**config.mk**
```make
export PLATFORM = sky130hd
export DESIGN_NAME = im2col_ctrl
export DESIGN_NICKNAME = d
export VERILOG_FILES = /design/src/rtl/im2col_pkg.sv /design/src/rtl/im2col_ctrl.sv
export SDC_FILE = /design/constraint.sdc
export NUM_CORES = 1
export LEC_CHECK = 0
export ABC_AREA = 1
export BUFFER_PORTS_ARGS = -buffer_cell sky130_fd_sc_hd__buf_4
export CAP_MARGIN = 20
export CELL_PAD_IN_SITES_DETAIL_PLACEMENT = 0
export CELL_PAD_IN_SITES_GLOBAL_PLACEMENT = 1
export CORE_AREA = 2 2 39 41
export DETAILED_ROUTE_END_ITERATION = 6
export DIE_AREA = 0 0 41 43
export GPL_TIMING_DRIVEN = 1
export PLACE_DENSITY_LB_ADDON = 0.3
export SLEW_MARGIN = 20
export SYNTH_ARGS = -nofsm -noshare
export SYNTH_HDL_FRONTEND = slang
export SYNTH_SLANG_ARGS = --single-unit
```
**constraint.sdc**
```tcl
create_clock -name clk_i -period 1.1 [get_ports clk_i]
set_clock_uncertainty 0.1 [all_clocks]
set_input_delay 0.055 -clock clk_i [delete_from_list [all_inputs] [get_ports clk_i]]
set_output_delay 0.055 -clock clk_i [all_outputs]
set_load 0.02 [all_outputs]
```
**src/rtl/im2col_pkg.sv**
```systemverilog
package im2col_pkg;

  localparam int unsigned CH_W   = 11;
  localparam int unsigned DIM_W  = 13;
  localparam int unsigned KER_W  = 5;
  localparam int unsigned PAIR_W = 16;
  localparam int unsigned HALF_W = 8;
  localparam int unsigned SIZE_W = 14;
  localparam int unsigned IDX_W  = 32;
  localparam int unsigned DATA_W = 32;
  localparam int unsigned ADDR_W = 5;
  localparam int unsigned REG_W  = 3;

  localparam int unsigned MAX_DIM_DEF      = 4096;
  localparam int unsigned MAX_CHANNELS_DEF = 1024;
  localparam int unsigned MAX_KERNEL_DEF   = 16;

  localparam logic [REG_W-1:0] REG_CHANNELS      = 3'd0;
  localparam logic [REG_W-1:0] REG_IMAGE_HEIGHT  = 3'd1;
  localparam logic [REG_W-1:0] REG_IMAGE_WIDTH   = 3'd2;
  localparam logic [REG_W-1:0] REG_KERNEL_HEIGHT = 3'd3;
  localparam logic [REG_W-1:0] REG_KERNEL_WIDTH  = 3'd4;
  localparam logic [REG_W-1:0] REG_PAD_PAIR      = 3'd5;
  localparam logic [REG_W-1:0] REG_STRIDE_PAIR   = 3'd6;
  localparam logic [REG_W-1:0] REG_DILATION_PAIR = 3'd7;

  typedef struct packed {
    logic [CH_W-1:0]   channels;
    logic [DIM_W-1:0]  image_height;
    logic [DIM_W-1:0]  image_width;
    logic [KER_W-1:0]  kernel_height;
    logic [KER_W-1:0]  kernel_width;
    logic [PAIR_W-1:0] pad_pair;
    logic [PAIR_W-1:0] stride_pair;
    logic [PAIR_W-1:0] dilation_pair;
  } cfg_t;

  localparam cfg_t CFG_RESET = '{
    channels:      CH_W'(1),
    image_height:  DIM_W'(1),
    image_width:   DIM_W'(1),
    kernel_height: KER_W'(1),
    kernel_width:  KER_W'(1),
    pad_pair:      PAIR_W'(0),
    stride_pair:   PAIR_W'(257),
    dilation_pair: PAIR_W'(257)
  };

  typedef struct packed {
    logic walk_start;
    logic size_load;
    logic emit;
  } ctrl_cmd_t;

  typedef struct packed {
    logic walk_active;
    logic div_done;
    logic out_busy;
  } ctrl_status_t;

endpackage

```
**src/rtl/im2col_ctrl.sv**
```systemverilog
module im2col_ctrl import im2col_pkg::*; (
  input  logic         clk_i,
  input  logic         rst_ni,
  input  logic         step_valid_i,
  input  logic         step_restart_i,
  output logic         step_ready_o,
  input  ctrl_status_t status_i,
  output ctrl_cmd_t    cmd_o
);

  localparam logic [3:0] S_IDLE = 4'd0;
  localparam logic [3:0] S_DIV  = 4'd1;
  localparam logic [3:0] S_M1   = 4'd2;
  localparam logic [3:0] S_M2   = 4'd3;
  localparam logic [3:0] S_M3   = 4'd4;
  localparam logic [3:0] S_M4   = 4'd5;
  localparam logic [3:0] S_M5   = 4'd6;
  localparam logic [3:0] S_OUT  = 4'd7;

  logic [3:0] state_q, state_d;

  always_comb begin
    state_d      = state_q;
    cmd_o        = '0;
    step_ready_o = 1'b0;
    case (state_q)
      S_IDLE: begin
        step_ready_o = 1'b1;
        if (step_valid_i) begin
          if (step_restart_i || !status_i.walk_active) begin
            cmd_o.walk_start = 1'b1;
            state_d          = S_DIV;
          end else begin
            state_d = S_M1;
          end
        end
      end
      S_DIV: begin
        if (status_i.div_done) begin
          cmd_o.size_load = 1'b1;
          state_d         = S_M1;
        end
      end
      S_M1: state_d = S_M2;
      S_M2: state_d = S_M3;
      S_M3: state_d = S_M4;
      S_M4: state_d = S_M5;
      S_M5: state_d = S_OUT;
      S_OUT: begin
        if (!status_i.out_busy) begin
          cmd_o.emit = 1'b1;
          state_d    = S_IDLE;
        end
      end
      default: state_d = S_IDLE;
    endcase
  end

  always_ff @(posedge clk_i or negedge rst_ni) begin
    if (!rst_ni) begin
      state_q <= S_IDLE;
    end else begin
      state_q <= state_d;
    end
  end

endmodule
```
**After elaboration in Yosys (flattened, before gate mapping)**

Cells that the tools add are included.

- Register bits: 4
- Input port bits: 7
- Output and inout bits: 4
- Word-level logic and storage cells: 28

- Equal/unequal tests: 10
- Mux-type cells: 13
- Reductions and logical operators: 4

Operators with widths:

| kind | number |
|---|---|
| $pmux W4 S8 | 1 |
| $eq A4 B3 Y1 const B | 4 |
| $mux W4 | 3 |
| $eq A4 B2 Y1 const B | 2 |
| $mux W1 | 8 |
| $ne A2 B2 Y1 const B | 3 |
| $eq A4 B1 Y1 const B | 1 |
| $logic_not A4 Y1 | 1 |
| $reduce_and A3 Y1 | 1 |
| $mux W2 | 1 |
| $logic_not A1 Y1 | 1 |
| $logic_or A1 B1 Y1 | 1 |

**Depth between registers and ports, before layout**

Gate-level depths: netlist of the first run.

- Depth after elaboration: 5
- Depth in mapped cells: 6
- Gate-level depth less buffers: 6

**Least setup slack after synthesis of the first run**

Ideal clock, no wire load.

- Kind: reg2out
- Start point: register state_q[0]
- End point: output port cmd_o[1] in the netlist's numbering
- Arrival: 1.131 ns
- Required time: 0.945 ns
- Setup slack: -0.186 ns
- Cell stages (with the launch flop): 3
- Buffers on the path: 0
- Cell sequence: dfrtp_1 > inv_1 > nor4_1

RTL lines:

| item | RTL line | text |
|---|---|---|
| from (decl) | im2col_ctrl.sv:20 | `logic [3:0] state_q, state_d;` |
| from (signal assigned) | im2col_ctrl.sv:63 | `state_q <= state_d;` |
| to (decl) | im2col_ctrl.sv:8 | `output ctrl_cmd_t cmd_o` |

==> key figures, run 1 <==
Run status
  – Outcome: complete, but fails checks
  – Failing checks: setup timing

Drt
  – DRC Markers: 0
  – Routed vias: 252
  – DR pass1 iterations: 1
  – Total Wirelength: 542 µm
  – ANT nets after route: 0
  – Number of vias per cell: 3.94
  – Initial DRC Count: 0
  – Routed WL per cell: 8.47 µm

Run
  – Number of max-cap violations: 0

Critical path
  – Worst reg-to-reg path cell count: 6
  – CP arrival: 1.12 ns
  – Crit end category: output port
  – Worst reg2reg path startpoint: state_q[2]
  – CP startpoint kind: flip-flop
  – R2R setup slack: -0.07 ns
  – Reg-to-reg endpoint: state_q[1]
  – Crit path max-delay family: flip-flops
  – Slowest-stage cell, CP: dfrtp_2
  – CP max FO: 3
  – WP data required: 0.94 ns
  – Crit-path cells: buf_6 -> inv_4 -> nor3_4 -> buf_6
  – WS Path Type: reg2out
  – CP Launch Point: state_q[2]
  – Most common cell on crit path: buf_6
  – CP Buf/Inv Count: 3
  – Crit-path max cell delay: 0.42 ns

Floorplan
  – DIE WIDTH: 41 µm
  – Initial Util: 0.151
  – Num ports: 11
  – Die Ht: 43 µm
  – Num rows: 14
  – DIE AREA: 1760 µm²
  – Core Footprint: 1380 µm²

Final layout
  – Max reg flops: 3
  – Antenna fix cells: 0
  – Share of cells above drive strength 1: 0.625
  – Fillcell total: 159
  – Layout Cells excl Fill: 64
  – Layout Area Growth over Synthesis: 106%
  – Largest regs: state_q: 3 flops
  – Most common cell after layout, fill and taps aside: buf_4
  – Fin nets: 56
  – Most frequent cells in the layout: buf_4, inv_1, nand2_1
  – Largest register by flop count: state_q

Global route
  – Largest net degree at the start of global routing: 6
  – Total GRT Usage: 0.0906
  – Total grt overflow: 0
  – Global-route wire length before repair: 966 µm
  – Vias in the first global route: 256
  – Initial antenna violation count: 0

Power
  – P_int: 0.000573 W
  – P_sw: 0.000438 W
  – Maximum VDD drop: 1150 µV
  – Switch share: 0.433
  – PD cells: 2350 nW/µm²
  – LEAKAGE: 0.229 nW
  – Clock power frac: 0.190
  – Comb power frac: 0.532
  – Sequential share of power: 0.278

STA
  – Max_slew headroom: 0.849
  – Period minus WS final: 1.28 ns
  – Worst Slack Setup Final: -0.176 ns
  – F_max: 784 MHz
  – Hold_ws: 0.00343 ns
  – Tcrit/Tclk final: 1.16
  – Setup_tns: -0.733 ns
  – Worst slew pin tran: 0.226 ns
  – Final hold violations: 0
  – Final Slew Violations: 0
  – RSZ-0062 raised after global routing: yes
  – # setup viols final: 6

Clock network
  – Clock latency on the worst-skew pair: 0.23 ns
  – CTS sink cnt: 3
  – CTS Buffer Depth: 2
  – CTS tree: built
  – Total CTS buffers: 3
  – H-tree depth: 1
  – Clock slew at reported path FFs: 0.04 ns
  – Root buffer cell: clkbuf_4

Placed design
  – Post-DP HPWL: 415 µm
  – Port Buffers: 10
  – GP Congestion: 0.733
  – Cell total after placement: 57

Logic synthesis
  – Synth top area share: 0.359
  – Area leader, netlist: dfrtp_1
  – Mapped Area: 209 µm²
  – Syn_area_per_cell: 6.97 µm²
  – Cells after Synth: 30
  – Sequential share of the synthesized area: 0.359
  – Ranking of synthesized cells by area: dfrtp_1, inv_1, nand2_1
  – Synthesis Warnings: 0
  – Unique masters post-synth: 13
  – #FFs+latches synth: 3
  – Syn_nets: 37

Worst hold path
  – Worst hold path class: in2reg
  – Hold_sp: status_i[0]
  – WHS Endpoint: state_q[2]
  – Hold Path Cell Cnt: 3
-- cells by family after synthesis --
logic type      share of synthesized area
compound gates                      0.114
buf+inv                             0.144
simple gates                        0.383
flops                               0.359
-- Yosys cell counts --
library cell	count
nor4_1	1
nor3_1	1
nor2_1	1
nand4_1	1
nand2_1	6
inv_1	8
nor2_2	1
o21bai_2	1
nor3_2	1
o21bai_1	1
dfrtp_1	3
a21oi_1	1
nand3_1	4
-- stage by stage --
| stage | utilization | power (W) | setup WS, ns | area [µm²] |
|---|---|---|---|---|
| 2_1_floorplan | - | 0.000512 | 0.0172 | 226 |
| 3_3_place_gp | 0.238 | 0.000655 | -0.0161 | 329 |
| 3_5_place_dp | 0.238 | 0.000656 | -0.0282 | 329 |
| 4_1_cts | 0.293 | 0.000958 | -0.211 | 405 |
| 5_1_grt | 0.311 | 0.00112 | -0.254 | 430 |
| 6_report | 0.311 | 0.00101 | -0.176 | 430 |
-- layer usage --
layer / track usage / part of all wire
met4: 0.120 / 0.018
met2: 0.113 / 0.47
met3: 0.0314 / 0.096
met1: 0.0974 / 0.41
met5: 0 / 0
-- worst max path at each step --
stage / slack [ns] / to / cells past startpoint
finish: -0.18 / cmd_o[0] / 4
detailed placement: -0.03 / state_q[0] / 4
CTS: -0.21 / cmd_o[2] / 4
global placement: -0.02 / state_q[1] / 4
global route: -0.25 / cmd_o[0] / 3
floorplan: 0.02 / cmd_o[2] / 3
-- tightest hold or removal path, delay by kind of cell --
| family | cells | cell delay [ns] |
|---|---|---|
| simple gates | 1 | 0.04 |
| compound gates | 1 | 0.10 |
| buf+inv | 1 | 0.10 |
-- area by class of cell --
cell class / count / area (µm²) / share of cell area
multi-input combinational: 19 / 155 / 0.360
tap: 16 / 20.0 / 0.0465
inverter: 8 / 32.5 / 0.0756
clock buffer: 4 / 26.3 / 0.0610
sequential: 3 / 77.6 / 0.180
timing repair buffer: 14 / 119 / 0.276
-- power groups by stage --
stage	logic (W)	registers (W)	clock network, W
2_1_floorplan	0.000286	0.000226	0
3_3_place_gp	0.000409	0.000246	0
3_5_place_dp	0.000411	0.000245	0
4_1_cts	0.000495	0.000257	0.000206
5_1_grt	0.000603	0.000291	0.000226
6_report	0.000538	0.000282	0.000192
-- timing repair --
item | CTS | global route
hold buffers | 1 | 0
pin swaps | 4 | 2
hold endpoints to repair | 3 | 0
gates resized for setup | 11 | 4
cloned | 0 | 0
setup buffers | 2 | 1
setup endpoints to repair | 6 | 7
No activity file was read; power rests on OpenSTA's default activity.
==> run 2: changes to the inputs <==
REMOVE_ABC_BUFFERS = 1   (was unset)
==> run 2 against run 1 <==
Sequential cell count did not move. The flow still finishes with violations (setup timing). Count of clock-buffer cells in the layout is the same. Register-to-register slack about the same. Die area is the same. Routed wire length increased by 2.6%.
==> key figures, run 2 (synthesis gave the netlist of run 1 again) <==
Run status
  – Outcome: complete, but fails checks
  – Failing checks: setup timing

Critical path
  – Crit path max-delay family: flip-flops
  – Slowest-stage cell, CP: dfrtp_1
  – Worst reg2reg path startpoint: state_q[2]
  – CP startpoint kind: flip-flop
  – Crit end category: output port
  – Crit-path max cell delay: 0.40 ns (-0.02 ns)
  – R2R setup slack: -0.07 ns (about the same)
  – Crit-path cells: buf_4 -> inv_1 -> nor3_2 -> buf_4
  – CP arrival: 1.16 ns (+0.04 ns)
  – CP max FO: 3 (unchanged)
  – Reg-to-reg endpoint: state_q[1]
  – Worst reg-to-reg path cell count: 6 (unchanged)
  – WP data required: 0.94 ns (about the same)
  – CP Buf/Inv Count: 3 (unchanged)
  – Most common cell on crit path: buf_4
  – WS Path Type: reg2out

Final layout
  – Largest register by flop count: state_q
  – Largest regs: state_q: 3 flops
  – Fin nets: 55 (-1.8%)
  – Max reg flops: 3 (unchanged)
  – Most frequent cells in the layout: buf_4, inv_1, nand2_1
  – Layout Area Growth over Synthesis: 87.4%
  – Post-layout util: 0.283 (-0.0280)
  – Share of cells above drive strength 1: 0.574 (-0.0505)
  – Antenna fix cells: 0 (unchanged)
  – Final instance area: 392 µm² (-9.0%)
  – Most common cell after layout, fill and taps aside: buf_4

STA
  – Tcrit/Tclk final: 1.19 (+0.0331)
  – Final Slew Violations: 0 (unchanged)
  – Worst slew pin tran: 0.219 ns (-0.00746 ns)
  – RSZ-0062 raised after global routing: yes
  – Worst Slack Setup Final: -0.213 ns (-0.0364 ns)
  – # setup viols final: 6 (unchanged)
  – F_max: 762 MHz (-2.8%)
  – Final hold violations: 0 (unchanged)
  – Period minus WS final: 1.31 ns (+0.0364 ns)
  – Max_slew headroom: 0.854 (+0.00499)

Power
  – Clock power frac: 0.213 (+0.023)
  – Sequential share of power: 0.277 (about the same)
  – P_int: 0.000522 W (-9.0%)
  – P_sw: 0.000391 W (-11%)
  – Switch share: 0.428 (-0.00499)
  – Comb power frac: 0.510 (-0.022)
  – Maximum VDD drop: 930 µV (-19%)
  – PD cells: 2330 nW/µm² (-0.90%)
  – LEAKAGE: 0.221 nW (-3.2%)

Clock network
  – H-tree depth: 1 (unchanged)
  – Clock slew at reported path FFs: 0.04 ns (about the same)
  – Total CTS buffers: 3 (unchanged)
  – Clock latency on the worst-skew pair: 0.23 ns (about the same)
  – Root buffer cell: clkbuf_4
  – CTS tree: built
  – CTS sink cnt: 3 (unchanged)
  – CTS Buffer Depth: 2 (unchanged)

Worst hold path
  – WHS Endpoint: state_q[2]
  – Hold Path Cell Cnt: 3 (unchanged)
  – Hold_sp: status_i[0]
  – Worst hold path class: in2reg

Drt
  – Routed vias: 251 (-0.40%)
  – Number of vias per cell: 3.98 (+1.2%)
  – DR pass1 iterations: 2 (+1)
  – DRC Markers: 0 (unchanged)
  – ANT nets after route: 0 (unchanged)
  – Routed WL per cell: 8.83 µm (+4.2%)
  – Initial DRC Count: 1 (+1)
  – Total Wirelength: 556 µm (+2.6%)

Floorplan
  – Core Footprint: 1380 µm² (unchanged)
  – Initial Util: 0.151 (unchanged)
  – DIE AREA: 1760 µm² (unchanged)
  – Num ports: 11 (unchanged)
  – DIE WIDTH: 41 µm (unchanged)
  – Die Ht: 43 µm (unchanged)
  – Num rows: 14 (unchanged)

Global route
  – Vias in the first global route: 212 (-17%)
  – Initial antenna violation count: 0 (unchanged)
  – Largest net degree at the start of global routing: 6 (unchanged)
  – Total grt overflow: 0 (unchanged)
  – Total GRT Usage: 0.0725 (-0.0181)
  – Global-route wire length before repair: 800 µm (-17%)

Run
  – Number of max-cap violations: 0 (unchanged)

Placed design
  – GP Congestion: 0.657 (-10%)
  – Post-DP HPWL: 393 µm (-5.4%)
  – DP Area: 312 µm² (-5.3%)
  – Port Buffers: 10 (unchanged)
[run 2: worst max path at each step]
stage               startpoint    endpoint  slack [ns]  cells past startpoint
CTS                 state_q[1]    cmd_o[2]       -0.25                      4
global placement    state_q[1]  state_q[0]       -0.06                      4
floorplan           state_q[0]    cmd_o[1]       -0.19                      2
global route        state_q[2]    cmd_o[2]       -0.28                      4
detailed placement  state_q[1]  state_q[0]       -0.05                      4
finish              state_q[2]    cmd_o[0]       -0.21                      4
[run 2: through the flow]
stage | setup TNS, ns | hold WS [ns] | setup slack (ns) | power, W | cells
finish | -0.812 | 0.0219 | -0.213 | 0.000912 | 63
global route | -1.29 | 0.0471 | -0.275 | 0.00100 | 63
CTS | -1.16 | 0.0183 | -0.253 | 0.000885 | 64
detailed placement | -0.113 | -0.255 | -0.0520 | 0.000622 | 57
global placement | -0.135 | -0.254 | -0.0587 | 0.000623 | 57
floorplan | -0.335 | -0.341 | -0.186 | 0.000481 | 30
[run 2: per-layer routing]
metal,track usage,vias to the layer above,part of all wire
li1,-,129,-
met1,0.0812,114,0.42
met2,0.100,6,0.51
met3,0.0157,2,0.040
met4,0.0800,0,0.029
met5,0,-,0
[run 2: worst reg2reg max path: stages (launching register included)]
cell and delay, ns:
dfrtp_1 0.41, nor2_2 0.14, buf_4 0.14, nand2_2 0.06
nand3_2 0.08, nand2_2 0.05, o21bai_2 0.12
[run 2: power by group through the flow]
| stage | Sequential (W) | Clock (W) | Combinational [W] |
|---|---|---|---|
| 3_3_place_gp | 0.000232 | 0 | 0.000391 |
| 5_1_grt | 0.000256 | 0.000219 | 0.000530 |
| 2_1_floorplan | 0.000221 | 0 | 0.000261 |
| 3_5_place_dp | 0.000232 | 0 | 0.000390 |
| 4_1_cts | 0.000232 | 0.000208 | 0.000446 |
| 6_report | 0.000252 | 0.000195 | 0.000465 |
[run 2: area by class of cell]
cell class	count	area (µm²)
Sequential cell	3	76.3
Timing Repair Buffer	13	104
Multi-Input combinational cell	19	135
Inverter	8	30.0
Clock buffer	4	26.3
Fill cell	163	992
Tap cell	16	20.0
[run 2: timing repair]
| item | 4_1_cts | 5_1_grt |
|---|---|---|
| resized for setup | 2 | 8 |
| endpoints found under the setup margin | 6 | 6 |
| pin swaps | 2 | 5 |
| hold buffers | 1 | 0 |
| buffers inserted | 2 | 0 |
| hold endpoints to repair | 3 | 0 |
==> run 3: changes to the inputs <==
CAP_MARGIN = unset   (was 20)
clock period = 1.4 ns   (was 1.1 ns; I/O delays follow)
==> run 3 against run 2 <==
The flow now finishes without violations. Die area unchanged. First-iteration DRC count rose to 3.0 times the previous value. Core utilization down 3.0 points. Global-route usage down 0.42 points. Setup slack better by 0.25 ns. Highest routed layer is now met3.
==> key figures, run 3 (synthesis gave the netlist of run 1 again) <==
Run status
  – Outcome: completed

Final layout
  – Most common cell after layout, fill and taps aside: buf_4
  – Share of cells above drive strength 1: 0.378 (-0.197)
  – Register area: 75.1 µm² (-1.6%)
  – Fillcell total: 155 (-4.9%)
  – Multi-input gate area: 114 µm² (-16%)
  – Layout Area Growth over Synthesis: 67.7%
  – Layout Cells excl Fill: 61 (-3.2%)
  – Most frequent cells in the layout: buf_4, inv_1, nand2_1
  – Largest regs: state_q: 3 flops
  – Fin nets: 53 (-3.6%)
  – Largest register by flop count: state_q
  – Antenna fix cells: 0 (unchanged)
  – Max reg flops: 3 (unchanged)

Floorplan
  – DIE AREA: 1760 µm² (unchanged)
  – Num rows: 14 (unchanged)
  – DIE WIDTH: 41 µm (unchanged)
  – Die Ht: 43 µm (unchanged)
  – Num ports: 11 (unchanged)
  – Initial Util: 0.151 (unchanged)
  – Core Footprint: 1380 µm² (unchanged)

Drt
  – Initial DRC Count: 3 (+2)
  – DRC Markers: 0 (unchanged)
  – Routed WL per cell: 7.31 µm (-17%)
  – Total Wirelength: 446 µm (-20%)
  – Number of vias per cell: 3.72 (-6.6%)
  – Routed vias: 227 (-9.6%)
  – DR pass1 iterations: 4 (+2)
  – ANT nets after route: 0 (unchanged)

STA
  – Max_slew headroom: 0.807 (-0.0469)
  – Worst slew pin tran: 0.287 ns (+0.0685 ns)
  – Period minus WS final: 1.36 ns
  – Final hold violations: 0 (unchanged)
  – F_max: 735 MHz
  – Final Slew Violations: 0 (unchanged)
  – # setup viols final: 0 (-6)
  – RSZ-0062 raised after global routing: yes
  – Tcrit/Tclk final: 0.972

Critical path
  – Crit end category: output port
  – WS Path Type: reg2out
  – Crit-path max cell delay: 0.37 ns (-0.03 ns)
  – Slowest-stage cell, CP: dfrtp_1
  – WP data required: 1.23 ns (+0.29 ns)
  – CP max FO: 5 (+2)
  – Crit-path cells: inv_1 -> nor4_1 -> buf_4
  – CP arrival: 1.19 ns (+0.03 ns)
  – CP startpoint kind: flip-flop

Clock network
  – Clock latency on the worst-skew pair: 0.23 ns (about the same)
  – CTS sink cnt: 3 (unchanged)
  – # Post-CTS Setup Buffers: 0 (-2)
  – Clock slew at reported path FFs: 0.04 ns (about the same)
  – CTS Buffer Depth: 2 (unchanged)
  – Total CTS buffers: 3 (unchanged)
  – Root buffer cell: clkbuf_4
  – CTS tree: built
  – H-tree depth: 1 (unchanged)

Power
  – PnR Total Power: 0.000623 W (-32%)
  – Switch share: 0.418 (-0.0105)
  – Comb power frac: 0.456 (-0.054)
  – P_int: 0.000363 W (-30%)
  – Clock power frac: 0.240 (+0.027)
  – P_sw: 0.000260 W (-33%)
  – Maximum VDD drop: 623 µV (-33%)
  – PD cells: 1780 nW/µm² (-24%)
  – LEAKAGE: 0.204 nW (-7.7%)
  – Sequential share of power: 0.303 (+0.026)

Global route
  – Vias in the first global route: 206 (-2.8%)
  – Total grt overflow: 0 (unchanged)
  – Global-route wire length before repair: 724 µm (-9.5%)
  – Initial antenna violation count: 0 (unchanged)
  – Largest net degree at the start of global routing: 6 (unchanged)
  – Total GRT Usage: 0.0683 (-0.00417)

Placed design
  – GP Congestion: 0.665 (+1.3%)
  – Cell total after placement: 56 (-1.8%)
  – Post-DP HPWL: 360 µm (-8.3%)
  – Port Buffers: 10 (unchanged)

Run
  – Number of max-cap violations: 0 (unchanged)

Worst hold path
  – Worst hold path class: in2reg
run 3: cell types whose count changed in the layout (fill, tap and decap cells not counted), moves of 2 or more:
| cell | before | now |
|---|---|---|
| nand3_1 | 1 | 4 |
| nand3_2 | 3 | 0 |
| nand2_2 | 2 | 0 |
| nand2_1 | 4 | 6 |
run 3: through the flow:
stage | TNS, ns | setup slack, ns | utilization | cell area (µm²) | hold WS (ns)
after detailed placement | 0 | 0.270 | 0.220 | 304 | -0.239
after CTS | 0 | 0.0204 | 0.246 | 340 | 0.0239
after floorplan | 0 | 0.0988 | - | 209 | -0.326
final | 0 | 0.0394 | 0.253 | 350 | 0.0224
after global routing | -0.0698 | -0.0445 | 0.253 | 350 | 0.0340
after global placement | 0 | 0.249 | 0.220 | 304 | -0.239
run 3: critical path, delay by kind of cell (launching register included):
kind	cells	cell delay (ns)
buffers and inverters	2	0.30
and+or+nand+nor	1	0.29
DFF	1	0.37
run 3: final timing paths:
path | from | to | slack [ns] | depth (start not counted)
worst min-delay path | status_i[0] | state_q[2] | 0.02 | 3
worst max register to register | state_q[2] | state_q[1] | 0.31 | 4
worst max-delay path | state_q[0] | cmd_o[1] | 0.04 | 3
min in group asynchronous | rst_ni | state_q[0] | 0.06 | 2
max in group asynchronous | rst_ni | state_q[2] | 1.05 | 2
worst min register to register | state_q[2] | state_q[2] | 0.53 | 2
run 3: power groups by stage:
stage | Sequential, W | Clock [W] | Combinational [W]
after global routing | 0.000196 | 0.000176 | 0.000324
after detailed placement | 0.000180 | 0 | 0.000281
after global placement | 0.000182 | 0 | 0.000287
after CTS | 0.000179 | 0.000160 | 0.000283
after floorplan | 0.000173 | 0 | 0.000205
final | 0.000189 | 0.000150 | 0.000284
run 3: layout make-up:
| cell class | count | area share |
|---|---|---|
| Multi-Input combinational cell | 19 | 0.325 |
| Timing Repair Buffer | 11 | 0.243 |
| Clock buffer | 4 | 0.0750 |
| Tap cell | 16 | 0.0571 |
| Inverter | 8 | 0.0857 |
| Sequential cell | 3 | 0.214 |
run 3: routing by layer:
layer / part of all wire / up-vias / GRT usage
li1: - / 126 / -
met1: 0.42 / 97 / 0.0548
met2: 0.53 / 4 / 0.0938
met3: 0.052 / 0 / 0.0471
met4: 0 / 0 / 0.0800
met5: 0 / - / 0
run 3: repair_timing:
item | CTS | global route
hold buffers | 1 | 0
hold endpoints to repair | 3 | 0
setup endpoints to repair | 0 | 2
resized for setup | 0 | 2
